### src/rtl/lrbh_pkg.sv
package lrbh_pkg;

  // Field and register widths.
  localparam int BLK_LEN_W   = 14;
  localparam int TOP_W       = 3;
  localparam int TOTAL_W     = 8;
  localparam int MIN_RUN_W   = 6;
  localparam int COUNT_W     = 8;
  localparam int RUN_W       = 14;
  localparam int CFG_DATA_W  = 14;
  localparam int CFG_IDX_W   = 2;

  // Defaults for the top-level parameters.
  localparam int MAX_BINS_DEF    = 8;
  localparam int QUEUE_DEPTH_DEF = 4;

  // Register reset values.
  localparam logic [BLK_LEN_W-1:0] BLK_LEN_RST   = BLK_LEN_W'(8);
  localparam logic [TOP_W-1:0]     TOP_RST       = TOP_W'(3);
  localparam logic [TOTAL_W-1:0]   TOTAL_RST     = TOTAL_W'(16);
  localparam logic [MIN_RUN_W-1:0] MIN_RUN_RST   = MIN_RUN_W'(1);

  localparam logic [RUN_W-1:0]     RUN_MAX       = '1;
  localparam logic [COUNT_W-1:0]   COUNT_MAX     = '1;

  typedef enum logic [CFG_IDX_W-1:0] {
    REG_BLOCK_LENGTH = 2'd0,
    REG_CATEGORY_TOP = 2'd1,
    REG_BLOCK_TOTAL  = 2'd2,
    REG_MIN_RUN      = 2'd3
  } cfg_reg_t;

  // One queued event from the front end: a finished block with its bin,
  // and/or the end of the sequence.
  typedef struct packed {
    logic             close;
    logic [TOP_W-1:0] bin;
    logic             eos;
  } evt_t;

endpackage

### src/rtl/lrbh_front.sv
module lrbh_front
  import lrbh_pkg::*;
(
  input  logic                 clk,
  input  logic                 rst_n,
  input  logic                 accept,
  input  logic                 seq_bit,
  input  logic                 end_of_sequence,
  input  logic [BLK_LEN_W-1:0] block_length,
  input  logic [TOTAL_W-1:0]   block_total,
  input  logic [MIN_RUN_W-1:0] min_run,
  input  logic [TOP_W-1:0]     top_bin,
  output logic                 push,
  output evt_t                 evt
);

  logic [BLK_LEN_W-1:0] pos_r, pos_nxt;
  logic [TOTAL_W-1:0]   blocks_r, blocks_nxt;
  logic [RUN_W-1:0]     cur_r, cur_nxt;
  logic [RUN_W-1:0]     long_r, long_nxt;
  logic [RUN_W-1:0]     cur_inc, long_upd;
  logic [BLK_LEN_W-1:0] pos_inc, len;
  logic [RUN_W-1:0]     hi_edge;
  logic                 counting, close;
  logic [TOP_W-1:0]     bin;

  assign len      = (block_length == '0) ? BLK_LEN_W'(1) : block_length;
  assign counting = (blocks_r < block_total);
  assign cur_inc  = seq_bit ? ((cur_r == RUN_MAX) ? cur_r : cur_r + 1'b1) : '0;
  assign long_upd = (cur_inc > long_r) ? cur_inc : long_r;
  assign pos_inc  = pos_r + 1'b1;
  assign close    = accept && counting && ((pos_inc >= len) || (pos_inc == '0));
  assign hi_edge  = RUN_W'(min_run) + RUN_W'(top_bin);

  // Category of the block that closes on this bit.
  always_comb begin
    if (long_upd <= RUN_W'(min_run)) begin
      bin = '0;
    end else if (long_upd >= hi_edge) begin
      bin = top_bin;
    end else begin
      bin = TOP_W'(long_upd - RUN_W'(min_run));
    end
  end

  always_comb begin
    pos_nxt    = pos_r;
    blocks_nxt = blocks_r;
    cur_nxt    = cur_r;
    long_nxt   = long_r;
    if (accept && counting) begin
      cur_nxt  = cur_inc;
      long_nxt = long_upd;
      pos_nxt  = pos_inc;
      if (close) begin
        pos_nxt    = '0;
        cur_nxt    = '0;
        long_nxt   = '0;
        blocks_nxt = blocks_r + 1'b1;
      end
    end
    if (accept && end_of_sequence) begin
      pos_nxt    = '0;
      blocks_nxt = '0;
      cur_nxt    = '0;
      long_nxt   = '0;
    end
  end

  assign push      = close || (accept && end_of_sequence);
  assign evt.close = close;
  assign evt.bin   = bin;
  assign evt.eos   = end_of_sequence;

  always_ff @(posedge clk) begin
    if (!rst_n) begin
      pos_r    <= '0;
      blocks_r <= '0;
      cur_r    <= '0;
      long_r   <= '0;
    end else begin
      pos_r    <= pos_nxt;
      blocks_r <= blocks_nxt;
      cur_r    <= cur_nxt;
      long_r   <= long_nxt;
    end
  end

endmodule

### src/rtl/lrbh_fifo.sv
module lrbh_fifo
  import lrbh_pkg::*;
#(
  parameter int DEPTH = QUEUE_DEPTH_DEF
) (
  input  logic clk,
  input  logic rst_n,
  input  logic push,
  input  evt_t push_evt,
  input  logic pop,
  output evt_t head_evt,
  output logic full,
  output logic empty
);

  localparam int PTR_W = (DEPTH > 1) ? $clog2(DEPTH) : 1;
  localparam int CNT_W = $clog2(DEPTH + 1);

  evt_t             mem_r [DEPTH];
  logic [PTR_W-1:0] wr_ptr_r, rd_ptr_r;
  logic [CNT_W-1:0] cnt_r;
  logic             do_push, do_pop;

  assign full     = (cnt_r == CNT_W'(DEPTH));
  assign empty    = (cnt_r == '0);
  assign do_push  = push && !full;
  assign do_pop   = pop && !empty;
  assign head_evt = mem_r[rd_ptr_r];

  always_ff @(posedge clk) begin
    if (do_push) begin
      mem_r[wr_ptr_r] <= push_evt;
    end
  end

  always_ff @(posedge clk) begin
    if (!rst_n) begin
      wr_ptr_r <= '0;
      rd_ptr_r <= '0;
      cnt_r    <= '0;
    end else begin
      if (do_push) begin
        wr_ptr_r <= (wr_ptr_r == PTR_W'(DEPTH - 1)) ? '0 : wr_ptr_r + 1'b1;
      end
      if (do_pop) begin
        rd_ptr_r <= (rd_ptr_r == PTR_W'(DEPTH - 1)) ? '0 : rd_ptr_r + 1'b1;
      end
      if (do_push && !do_pop) begin
        cnt_r <= cnt_r + 1'b1;
      end else if (do_pop && !do_push) begin
        cnt_r <= cnt_r - 1'b1;
      end
    end
  end

endmodule

### src/rtl/lrbh_back.sv
module lrbh_back
  import lrbh_pkg::*;
#(
  parameter int MAX_BINS = MAX_BINS_DEF
) (
  input  logic               clk,
  input  logic               rst_n,
  input  logic [TOP_W-1:0]   top_bin,
  input  evt_t               head_evt,
  input  logic               empty,
  output logic               pop,
  output logic               out_valid,
  input  logic               out_ready,
  output logic [TOP_W-1:0]   out_bin_index,
  output logic [COUNT_W-1:0] out_bin_count,
  output logic               out_last_bin
);

  localparam int BW = $clog2(MAX_BINS);

  typedef enum logic {ST_RUN, ST_EMIT} state_t;

  state_t             state_r;
  logic [BW-1:0]      idx_r;
  logic [COUNT_W-1:0] counts_r [MAX_BINS];
  logic [BW-1:0]      rd_addr;
  logic [COUNT_W-1:0] rd_cnt;
  logic               idx_last;
  logic               load;

  // Single read port into the bin counters: the emit index while
  // draining, the incoming event's bin otherwise.
  assign rd_addr  = (state_r == ST_EMIT) ? idx_r : BW'(head_evt.bin);
  assign rd_cnt   = counts_r[rd_addr];
  assign idx_last = (idx_r == BW'(top_bin));
  assign pop      = (state_r == ST_RUN) && !empty;
  assign load     = !out_valid || out_ready;

  always_ff @(posedge clk) begin
    if (!rst_n) begin
      state_r   <= ST_RUN;
      idx_r     <= '0;
      out_valid <= 1'b0;
      for (int i = 0; i < MAX_BINS; i++) begin
        counts_r[i] <= '0;
      end
    end else begin
      // While draining, an accepted result is replaced by the next one below.
      if (out_valid && out_ready && (state_r != ST_EMIT)) begin
        out_valid <= 1'b0;
      end
      case (state_r)
        ST_RUN: begin
          if (!empty) begin
            if (head_evt.close && (rd_cnt != COUNT_MAX)) begin
              counts_r[rd_addr] <= rd_cnt + 1'b1;
            end
            if (head_evt.eos) begin
              state_r <= ST_EMIT;
              idx_r   <= '0;
            end
          end
        end
        ST_EMIT: begin
          if (load) begin
            out_valid     <= 1'b1;
            out_bin_index <= TOP_W'(idx_r);
            out_bin_count <= rd_cnt;
            out_last_bin  <= idx_last;
            if (idx_last) begin
              state_r <= ST_RUN;
              for (int i = 0; i < MAX_BINS; i++) begin
                counts_r[i] <= '0;
              end
            end else begin
              idx_r <= idx_r + 1'b1;
            end
          end
        end
        default: begin
          state_r <= ST_RUN;
        end
      endcase
    end
  end

endmodule

### src/rtl/longest_run_block_histogram_unit.sv
// Longest-run-of-ones block histogram, counting stage of the longest run of
// ones in a block randomness test.
// Input channel (in_valid/in_ready): one sequence bit per transaction, with
// in_end_of_sequence set on the final bit. The unit takes one bit every
// clock cycle; in_ready drops only while the event queue between the front
// and back ends is full, which happens when a histogram is being drained.
// Output channel (out_valid/out_ready): after an end-of-sequence transaction
// the unit emits one transaction per bin, bins 0 up to category_top (capped
// at MAX_BINS-1) in order, out_last_bin set on the last. The end-of-sequence
// event passes through the event queue and the back end's emit state before
// out_valid rises; results then follow one per cycle while out_ready is high.
// When the receiver stalls, the result is held and the back end waits; the
// front end keeps taking bits until the queue fills.
// Configuration (cfg_we/cfg_index/cfg_wdata) is for the user to write while
// idle only; the unit does not enforce it. Reset (rst_n, synchronous) restores
// the register defaults and clears all counters; no clearing pass is needed.
module longest_run_block_histogram_unit
  import lrbh_pkg::*;
#(
  parameter int MAX_BINS    = MAX_BINS_DEF,
  parameter int QUEUE_DEPTH = QUEUE_DEPTH_DEF
) (
  input  logic                  clk,
  input  logic                  rst_n,
  input  logic                  in_valid,
  output logic                  in_ready,
  input  logic                  in_seq_bit,
  input  logic                  in_end_of_sequence,
  output logic                  out_valid,
  input  logic                  out_ready,
  output logic [TOP_W-1:0]      out_bin_index,
  output logic [COUNT_W-1:0]    out_bin_count,
  output logic                  out_last_bin,
  input  logic                  cfg_we,
  input  logic [CFG_IDX_W-1:0]  cfg_index,
  input  logic [CFG_DATA_W-1:0] cfg_wdata
);

  localparam int TOP_LIMIT = MAX_BINS - 1;

  // Configuration registers.
  logic [BLK_LEN_W-1:0] block_length_r;
  logic [TOP_W-1:0]     category_top_r;
  logic [TOTAL_W-1:0]   block_total_r;
  logic [MIN_RUN_W-1:0] min_run_r;

  logic [TOP_W-1:0] top_bin;
  logic             accept;
  logic             push, pop, q_full, q_empty;
  evt_t             push_evt, head_evt;

  always_ff @(posedge clk) begin
    if (!rst_n) begin
      block_length_r <= BLK_LEN_RST;
      category_top_r <= TOP_RST;
      block_total_r  <= TOTAL_RST;
      min_run_r      <= MIN_RUN_RST;
    end else if (cfg_we) begin
      case (cfg_reg_t'(cfg_index))
        REG_BLOCK_LENGTH: block_length_r <= cfg_wdata[BLK_LEN_W-1:0];
        REG_CATEGORY_TOP: category_top_r <= cfg_wdata[TOP_W-1:0];
        REG_BLOCK_TOTAL:  block_total_r  <= cfg_wdata[TOTAL_W-1:0];
        REG_MIN_RUN:      min_run_r      <= cfg_wdata[MIN_RUN_W-1:0];
        default: ;
      endcase
    end
  end

  // The highest bin cannot exceed the number of counters provided.
  assign top_bin = (int'(category_top_r) > TOP_LIMIT) ? TOP_W'(TOP_LIMIT)
                                                      : category_top_r;

  // The front end needs no back-pressure beyond a free queue slot.
  assign in_ready = !q_full;
  assign accept   = in_valid && in_ready;

  lrbh_front u_front (
    .clk             (clk),
    .rst_n           (rst_n),
    .accept          (accept),
    .seq_bit         (in_seq_bit),
    .end_of_sequence (in_end_of_sequence),
    .block_length    (block_length_r),
    .block_total     (block_total_r),
    .min_run         (min_run_r),
    .top_bin         (top_bin),
    .push            (push),
    .evt             (push_evt)
  );

  lrbh_fifo #(
    .DEPTH (QUEUE_DEPTH)
  ) u_fifo (
    .clk      (clk),
    .rst_n    (rst_n),
    .push     (push),
    .push_evt (push_evt),
    .pop      (pop),
    .head_evt (head_evt),
    .full     (q_full),
    .empty    (q_empty)
  );

  lrbh_back #(
    .MAX_BINS (MAX_BINS)
  ) u_back (
    .clk           (clk),
    .rst_n         (rst_n),
    .top_bin       (top_bin),
    .head_evt      (head_evt),
    .empty         (q_empty),
    .pop           (pop),
    .out_valid     (out_valid),
    .out_ready     (out_ready),
    .out_bin_index (out_bin_index),
    .out_bin_count (out_bin_count),
    .out_last_bin  (out_last_bin)
  );

`ifndef SYNTHESIS
  // A drain always starts with bin zero.
  a_first_bin_zero: assert property (@(posedge clk) disable iff (!rst_n)
    $rose(out_valid) |-> (out_bin_index == '0))
    else $error("histogram drain did not start at bin zero");

  // The last flag marks exactly the highest bin.
  a_last_matches_top: assert property (@(posedge clk) disable iff (!rst_n)
    out_valid |-> (out_last_bin == (out_bin_index == top_bin)))
    else $error("last bin flag does not match the highest bin");

  // The queue can never report full and empty at once.
  a_queue_sane: assert property (@(posedge clk) disable iff (!rst_n)
    !(q_full && q_empty))
    else $error("event queue is both full and empty");

  // A result accepted without the last flag is followed by the next bin.
  a_bins_in_order: assert property (@(posedge clk) disable iff (!rst_n)
    (out_valid && out_ready && !out_last_bin) |=>
      (out_valid && (out_bin_index == $past(out_bin_index) + 1'b1)))
    else $error("histogram bins out of order");
`endif

endmodule
### config.mk
export PLATFORM = sky130hd
export DESIGN_NAME = longest_run_block_histogram_unit
export DESIGN_NICKNAME = d
export VERILOG_FILES = /design/src/rtl/lrbh_pkg.sv /design/src/rtl/lrbh_front.sv /design/src/rtl/lrbh_fifo.sv /design/src/rtl/lrbh_back.sv /design/src/rtl/longest_run_block_histogram_unit.sv
export SDC_FILE = /design/constraint.sdc
export NUM_CORES = 1
export LEC_CHECK = 0
export ABC_AREA = 1
export BUFFER_PORTS_ARGS = -buffer_cell sky130_fd_sc_hd__buf_2
export CAP_MARGIN = 25
export CORE_MARGIN = 5
export CORE_UTILIZATION = 59
export DETAILED_ROUTE_END_ITERATION = 6
export PLACE_DENSITY = 0.8
export SETUP_SLACK_MARGIN = 0.3
export SKIP_LAST_GASP = 1
export SLEW_MARGIN = 25
export SYNTH_ARGS = -nofsm -noshare
export SYNTH_HDL_FRONTEND = slang
export SYNTH_HIERARCHICAL = 1
export SYNTH_SLANG_ARGS = --single-unit
### constraint.sdc
create_clock -name clk -period 5.6 [get_ports clk]
set_input_delay 0.56 -clock clk [delete_from_list [all_inputs] [get_ports clk]]
set_output_delay 0.56 -clock clk [all_outputs]
set_load 0.1 [all_outputs]
==> flow_summary_export.csv, run 1 <==
group,metric,value,unit
run_status,status,"finished, final reports clean",
global_route,grt_busiest_layer,"met2",
yosys,synth.area.mux_share,0,%
final_layout,drive_gt1_share,11.3,%
flow_run,cap_violations,0,
clocking,cts_hold_buf,0,
timing,period_share,87.8,%
drt,routedWlPerCell,13.8,um
place,port_buffers,36,
drt,viasPerCell,5.33,
yosys,synth_area,11300,sq um
drt,drt_iter0_markers,728,
floorplan,core,18800,sq um
place,hpwlAfterDp,16500,um
clocking,clk_pin_slew,0.07,ns
yosys,synth_compound_area_share,7.83,%
timing,rsz0062_at_grt,"false",
floorplan,die_w,148,um
worst_setup_path,critPathTopFamily,"simple AND/OR/NAND/NOR gates",
timing,setup_viol,0,
clocking,numCtsBuffers,17,
power,seq_power_share,26.1,%
global_route,grt_pass1_vias,8645,
worst_setup_path,max_stage_delay,0.36,ns
yosys,synthAdderAreaFrac,7.07,%
timing,hold_violations,0,
yosys,yosysUniqueCellTypes,56,
clocking,clk_path_buf_depth,2,
yosys,synth_seq_area_share,42.4,%
timing,worstMarginPinSlew,0.947,ns
global_route,gr-total-overflow,0,
yosys,synth_seq_cells,191,
timing,final.setup.tns,0,ns
global_route,grt_usage,22.0,%
worst_setup_path,endpoint_kind,"flip-flop",
clocking,cts.sinks,191,
yosys,synth-xor-area-share,1.99,%
timing,clock_skew,0.0168,ns
clocking,clock_latency,0.43,ns
yosys,synth_simple_gate_area_share,30.9,%
final_layout,final_nets,1558,
global_route,gr-usage-met2,38.0,%
floorplan,die_h,148,um
timing,slew_headroom,36.4,%
place,placed_area,11500,sq um
drt,wl,23800,um
power,power.leakage,5.55,nW
yosys,yosys_warnings,6,
final_layout,area_growth,8.59,%
global_route,grt_max_degree,46,
drt,drt_pass1_iterations,5,
worst_setup_path,cp_max_fo,10,
drt,vias,9165,
global_route,use_met1,28.6,%
timing,slew_violations,0,
power,switching_share,50.2,%
floorplan,ios,37,
worst_setup_path,cp.arrival,5.20,ns
worst_setup_path,worstSetupPathType,"reg -> reg",
power,vdd_drop_max,0.416,mV
yosys,synth_top_family_by_area,"simple AND/OR/NAND/NOR gates",
floorplan,start_util,60.2,%
worst_hold_path,hold_path_class,"in -> reg",
clocking,cts_max_level,4,
global_route,grt_pass1_wl,39900,um
drt,drc_errors,0,
yosys,syn_area_per_cell,7.82,sq um
worst_setup_path,path_buf_inv,6,
power,power.internal,3.64,mW
power,p_comb_share,57.1,%
place,gp_congestion,0.872,
final_layout,n_antenna_cell,0,
floorplan,die-area,22000,sq um
global_route,use_met3,3.50,%
global_route,antenna_found_initial,0,
power,clockPowerShare,16.8,%
power,p_switching,3.67,mW
yosys,post_synth_inst_count,1445,
yosys,synth.net_count,1530,
timing,layout_min_cycle_time,4.92,ns
final_layout,finalInstanceArea,12300,sq um
power,p_per_area,596,nW/um^2
clocking,cts.root.buffer_cell,"clkbuf_16",
timing,max_freq,203,MHz
worst_setup_path,critPathRequiredTime,5.88,ns
floorplan,rows,50,
drt,antenna_left,0,
clocking,cts_tree,"yes",
worst_setup_path,critPathSlowestCell,"dfxtp_2",
worst_setup_path,crit_path_start_kind,"flip-flop",
worst register-to-register path, delay by kind of cell (launching register included):
family,cells,cell delay [ns]
buffers and inverters,6,0.46
DFF,1,0.36
and+or+nand+nor,17,1.88
AOI/OAI and AO/OA,9,1.35
adders and majority gates,3,0.74
Yosys cell counts (all sizes together):
| cell | instances | area [sq um] |
|---|---|---|
| a21oi | 88 | 452 |
| edfxtp | 96 | 2880 |
| ha | 59 | 738 |
| o211ai | 3 | 22.5 |
| nand3 | 85 | 593 |
| nor2 | 198 | 885 |
| nor4 | 7 | 43.8 |
| a31o | 1 | 8.76 |
| nor3b | 3 | 22.5 |
| and3 | 2 | 12.5 |
| a21boi | 3 | 22.5 |
| a41o | 1 | 10.0 |
| clkinv | 1 | 3.75 |
| o21a | 6 | 45.0 |
| fa | 3 | 60.1 |
| nand2 | 405 | 1620 |
| nand4 | 19 | 164 |
| a211oi | 2 | 15.0 |
| or2 | 1 | 6.26 |
| xnor2 | 5 | 43.8 |
| inv | 224 | 843 |
| buf | 28 | 211 |
| nor3 | 14 | 75.1 |
| o2111ai | 1 | 8.76 |
| clkbuf | 12 | 58.8 |
| nand3b | 8 | 63.8 |
| o21ai | 47 | 243 |
| o22ai | 6 | 37.5 |
| xor2 | 19 | 181 |
| o21bai | 1 | 7.51 |
| dfxtp | 95 | 1900 |
| a31oi | 2 | 12.5 |
flip-flops by register name, summed over array words and instances, names as in the netlist, named ones only:
signal / cells
u_back/out_valid: 1
u_fifo/cnt_r: 3
u_back/out_last_bin: 1
block_total_r: 8
u_back/out_bin_count: 8
u_back/out_bin_index: 3
u_fifo/mem_r: 20
u_front/long_r: 14
u_front/pos_r: 14
u_back/state_r: 1
block_length_r: 14
min_run_r: 6
u_fifo/rd_ptr_r: 2
u_front/blocks_r: 8
u_front/cur_r: 14
u_fifo/wr_ptr_r: 2
category_top_r: 3
u_back/idx_r: 3
u_back/counts_r: 64
area by class of cell:
class / instances / area [sq um]
Fill cell: 1519 / 6500
Multi-Input combinational cell: 989 / 5460
Sequential cell: 191 / 4790
Inverter: 225 / 850
Clock buffer: 17 / 425
Tap cell: 234 / 293
Timing Repair Buffer: 49 / 278
Clock inverter: 15 / 174
final timing paths:
| check | start | to | slack (ns) | cells past startpoint |
|---|---|---|---|---|
| min | cfg_wdata[6] | block_total_r[6] | 0.36 | 3 |
| min reg2reg | u_front/long_r[10] | u_front/long_r[10] | 0.46 | 2 |
| max reg2reg | u_front/cur_r[0] | u_fifo/mem_r[1][1] | 0.68 | 35 |
| max | u_front/cur_r[0] | u_fifo/mem_r[1][1] | 0.68 | 35 |
stage by stage:
step                      util, %  hold slack [ns]  std cells  worst slack [ns]  power, mW
final                        65.4            0.364       1720             0.684       7.31
after floorplan                 -            0.429       1445             0.870       4.97
after CTS                    64.7            0.359       1710             0.346       7.04
after detailed placement     61.5            0.448       1678             0.346       5.79
after global placement       61.5            0.445       1678             0.607       5.69
after global routing         65.4            0.360       1720             0.289       7.81
power groups by stage:
stage / clock (mW) / sequential (mW) / combinational (mW)
2_1_floorplan: 0 / 2.06 / 2.91
3_3_place_gp: 0 / 1.93 / 3.77
3_5_place_dp: 0 / 1.93 / 3.85
4_1_cts: 1.25 / 1.90 / 3.89
5_1_grt: 1.31 / 1.92 / 4.57
6_report: 1.23 / 1.90 / 4.18
layer usage:
metal,up-vias,share of wire (%)
met5,-,0
met4,0,2.1
met3,50,4.4
met2,243,49
met1,4198,44
li1,4674,-
cell families after synthesis:
logic type | count (synthesis)
buf+inv | 265
xor+xnor | 24
simple gates | 742
flops | 191
fa+ha+maj | 62
compound gates | 161
what timing repair did:
item,CTS,global route
pin swaps,0,6
setup buffers,0,10
endpoints found under the setup margin,4,12
resized for setup,1,16
cell usage in the layout (no fill, tap or decap), drive strengths merged, types with 5 or more instances in the layout:
master and instances:
xor2 19, buf 49, o21ai 47, o21a 6, clkinv 6, a21oi 88, nor4 7, edfxtp 96
o22ai 6, ha 59, nand4 19, xnor2 5, nand2 405, nor2 198, nor3 14, dfxtp 95
nand3 85, clkbuf 17, nand3b 8, inv 230
Power figures use the tool's default switching activity.
==> run 2: changes to the inputs <==
--- a/config.mk
+++ b/config.mk
@@ -8,9 +8,11 @@
 export ABC_AREA = 1
 export BUFFER_PORTS_ARGS = -buffer_cell sky130_fd_sc_hd__buf_2
 export CAP_MARGIN = 25
+export CORE_ASPECT_RATIO = 0.6
 export CORE_MARGIN = 5
 export CORE_UTILIZATION = 59
 export DETAILED_ROUTE_END_ITERATION = 6
+export HOLD_SLACK_MARGIN = 0.03
 export PLACE_DENSITY = 0.8
 export SETUP_SLACK_MARGIN = 0.3
 export SKIP_LAST_GASP = 1
==> flow_summary_export.csv, run 2 (synthesis gave the netlist of run 1 again) <==
group,metric,value,unit
timing,clock_skew,0.0144,ns
place,gp_congestion,0.920,
final_layout,largest_register,"u_back/counts_r",
flow_run,cap_violations,0,
place,hpwlAfterDp,18900,um
final_layout,finalInstanceArea,12200,sq um
drt,vias,9516,
run_status,status,"finished, final reports clean",
global_route,grt_pass1_wl,43100,um
clocking,cts.root.buffer_cell,"clkbuf_16",
worst_hold_path,worstHoldStart,"cfg_wdata[7]",
power,vdd_drop_max,0.471,mV
worst_setup_path,cp.arrival,5.25,ns
floorplan,rows,39,
final_layout,multiInputGateArea,5450,sq um
timing,slew_violations,0,
worst_hold_path,hold_path_end,"block_total_r[7]",
floorplan,die_h,117,um
worst_setup_path,endpoint_kind,"flip-flop",
worst_setup_path,crit_top_cell,"o21a_1",
final_layout,fillers,1597,
clocking,cts_tree,"yes",
drt,routedWlPerCell,15.4,um
clocking,clk_path_buf_depth,2,
timing,hold_violations,0,
global_route,grt_max_degree,46,
worst_setup_path,crit_path_start_kind,"flip-flop",
global_route,grt_pass1_vias,8512,
drt,drt_iter0_markers,1111,
final_layout,area_growth,8.37,%
timing,max_freq,201,MHz
drt,drc_errors,0,
worst_setup_path,r2r_cells,35,
clocking,clock_latency,0.43,ns
final_layout,regArea,4790,sq um
floorplan,die_w,189,um
timing,slew_headroom,26.6,%
clocking,numCtsBuffers,17,
timing,rsz0062_at_grt,"false",
global_route,gr-total-overflow,0,
timing,layout_min_cycle_time,4.98,ns
final_layout,drive_gt1_share,11.7,%
worst_setup_path,max_stage_delay,0.37,ns
worst_setup_path,critPathRequiredTime,5.87,ns
final_layout,largest_reg_flops,64,
global_route,antenna_found_initial,2,
worst_setup_path,worstSetupPathType,"reg -> reg",
timing,worstMarginPinSlew,1.09,ns
final_layout,final_nets,1562,
clocking,cts_hold_buf,0,
drt,antenna_left,0,
drt,drt_pass1_iterations,5,
floorplan,core,18900,sq um
timing,finalWorstSetupSlack,0.622,ns
global_route,gr-usage-met2,36.5,%
timing,period_share,88.9,%
floorplan,start_util,59.7,%
timing,final.setup.tns,0,ns
floorplan,ios,37,
final_layout,top_regs,"u_back/counts_r: 64 flops, u_fifo/mem_r: 20 flops",
worst_hold_path,hold_path_class,"in -> reg",
clocking,clk_pin_slew,0.07,ns
place,place_ws,0.351,ns
worst_setup_path,cp_max_fo,11,
timing,setup_viol,0,
power,power.leakage,5.52,nW
clocking,cts_max_level,4,
global_route,use_met1,36.6,%
global_route,grt_usage,24.5,%
place,port_buffers,36,
floorplan,die-area,22100,sq um
power,p_per_area,602,nW/um^2
place,placed_area,11600,sq um
worst_hold_path,whs_path_depth,3,
clocking,cts.sinks,191,
worst_setup_path,worstReg2RegStart,"u_front/cur_r[0]",
global_route,grt_busiest_layer,"met1",
worst_setup_path,critPathSlowestCell,"dfxtp_2",
final_layout,final_common_cell,"nand2_1",
global_route,use_met3,5.75,%
drt,wl,26700,um
worst_setup_path,r2r_end,"u_fifo/mem_r[1][3]",
final_layout,layout_common_cells,"nand2_1, inv_1, nor2_1, edfxtp_1, dfxtp_1",
worst_setup_path,reg2reg_slack,0.62,ns
drt,viasPerCell,5.48,
## run 2: cell count changes in the layout (fill, tap and decap cells not counted), moves of 3 or more
cell        delta
buf_4          +4
nor2_2         +3
inv_8          -5
inv_6          +5
clkinv_4       -3
clkinvlp_4     +3
## run 2: area by class of cell
class | count | share of cell area (%)
inverters | 225 | 6.94
diodes | 1 | 0.0204
flip-flops and latches | 191 | 39.1
well taps | 246 | 2.51
clock buffers | 17 | 3.47
multi-input cells | 989 | 44.5
repair buffers | 53 | 2.51
clock inverters | 15 | 0.889
## run 2: worst max-delay path by stage
stage | from | to | slack, ns | cells past startpoint
3_5_place_dp | u_front/cur_r[0] | u_fifo/mem_r[3][2] | 0.35 | 28
4_1_cts | u_front/cur_r[0] | u_fifo/mem_r[2][2] | 0.30 | 35
2_1_floorplan | u_front/cur_r[0] | u_fifo/mem_r[0][2] | 0.87 | 29
3_3_place_gp | u_front/cur_r[0] | u_fifo/mem_r[2][1] | 0.61 | 28
6_report | u_front/cur_r[0] | u_fifo/mem_r[1][3] | 0.62 | 35
5_1_grt | u_front/cur_r[0] | u_fifo/mem_r[0][2] | 0.27 | 32
## run 2: repair_timing
| item | CTS | global route |
|---|---|---|
| resized for setup | 2 | 18 |
| pin swaps | 1 | 5 |
| endpoints found under the setup margin | 4 | 12 |
| buffers inserted | 0 | 13 |
## run 2: critical path, delay by kind of cell (launching register included)
kind	cells	cell delay [ns]
buffers and inverters	7	0.62
AND/OR/NAND/NOR	16	1.92
AO/OA/AOI/OAI	9	1.19
flip-flops	1	0.37
adder cells (fa/ha/maj)	3	0.74
## run 2: where the power goes
group / switching [mW] / internal [mW]
Sequential: 0.106 / 1.81
Combinational: 3.18 / 1.16
Clock: 0.547 / 0.571
## run 2: per-stage QoR
step | total power, mW | hold WS, ns | utilization [%] | cells
final | 7.37 | 0.369 | 64.7 | 1737
after global routing | 7.83 | 0.400 | 64.7 | 1737
after CTS | 7.05 | 0.357 | 63.9 | 1723
after detailed placement | 5.87 | 0.448 | 61.0 | 1691
after global placement | 5.76 | 0.446 | 61.0 | 1691
after floorplan | 4.97 | 0.429 | - | 1445
## run 2: per-layer routing
layer,wire [um],up-vias
li1,-,4689
met1,12600,4385
met2,11200,420
met3,2690,20
met4,245,2
met5,7,-
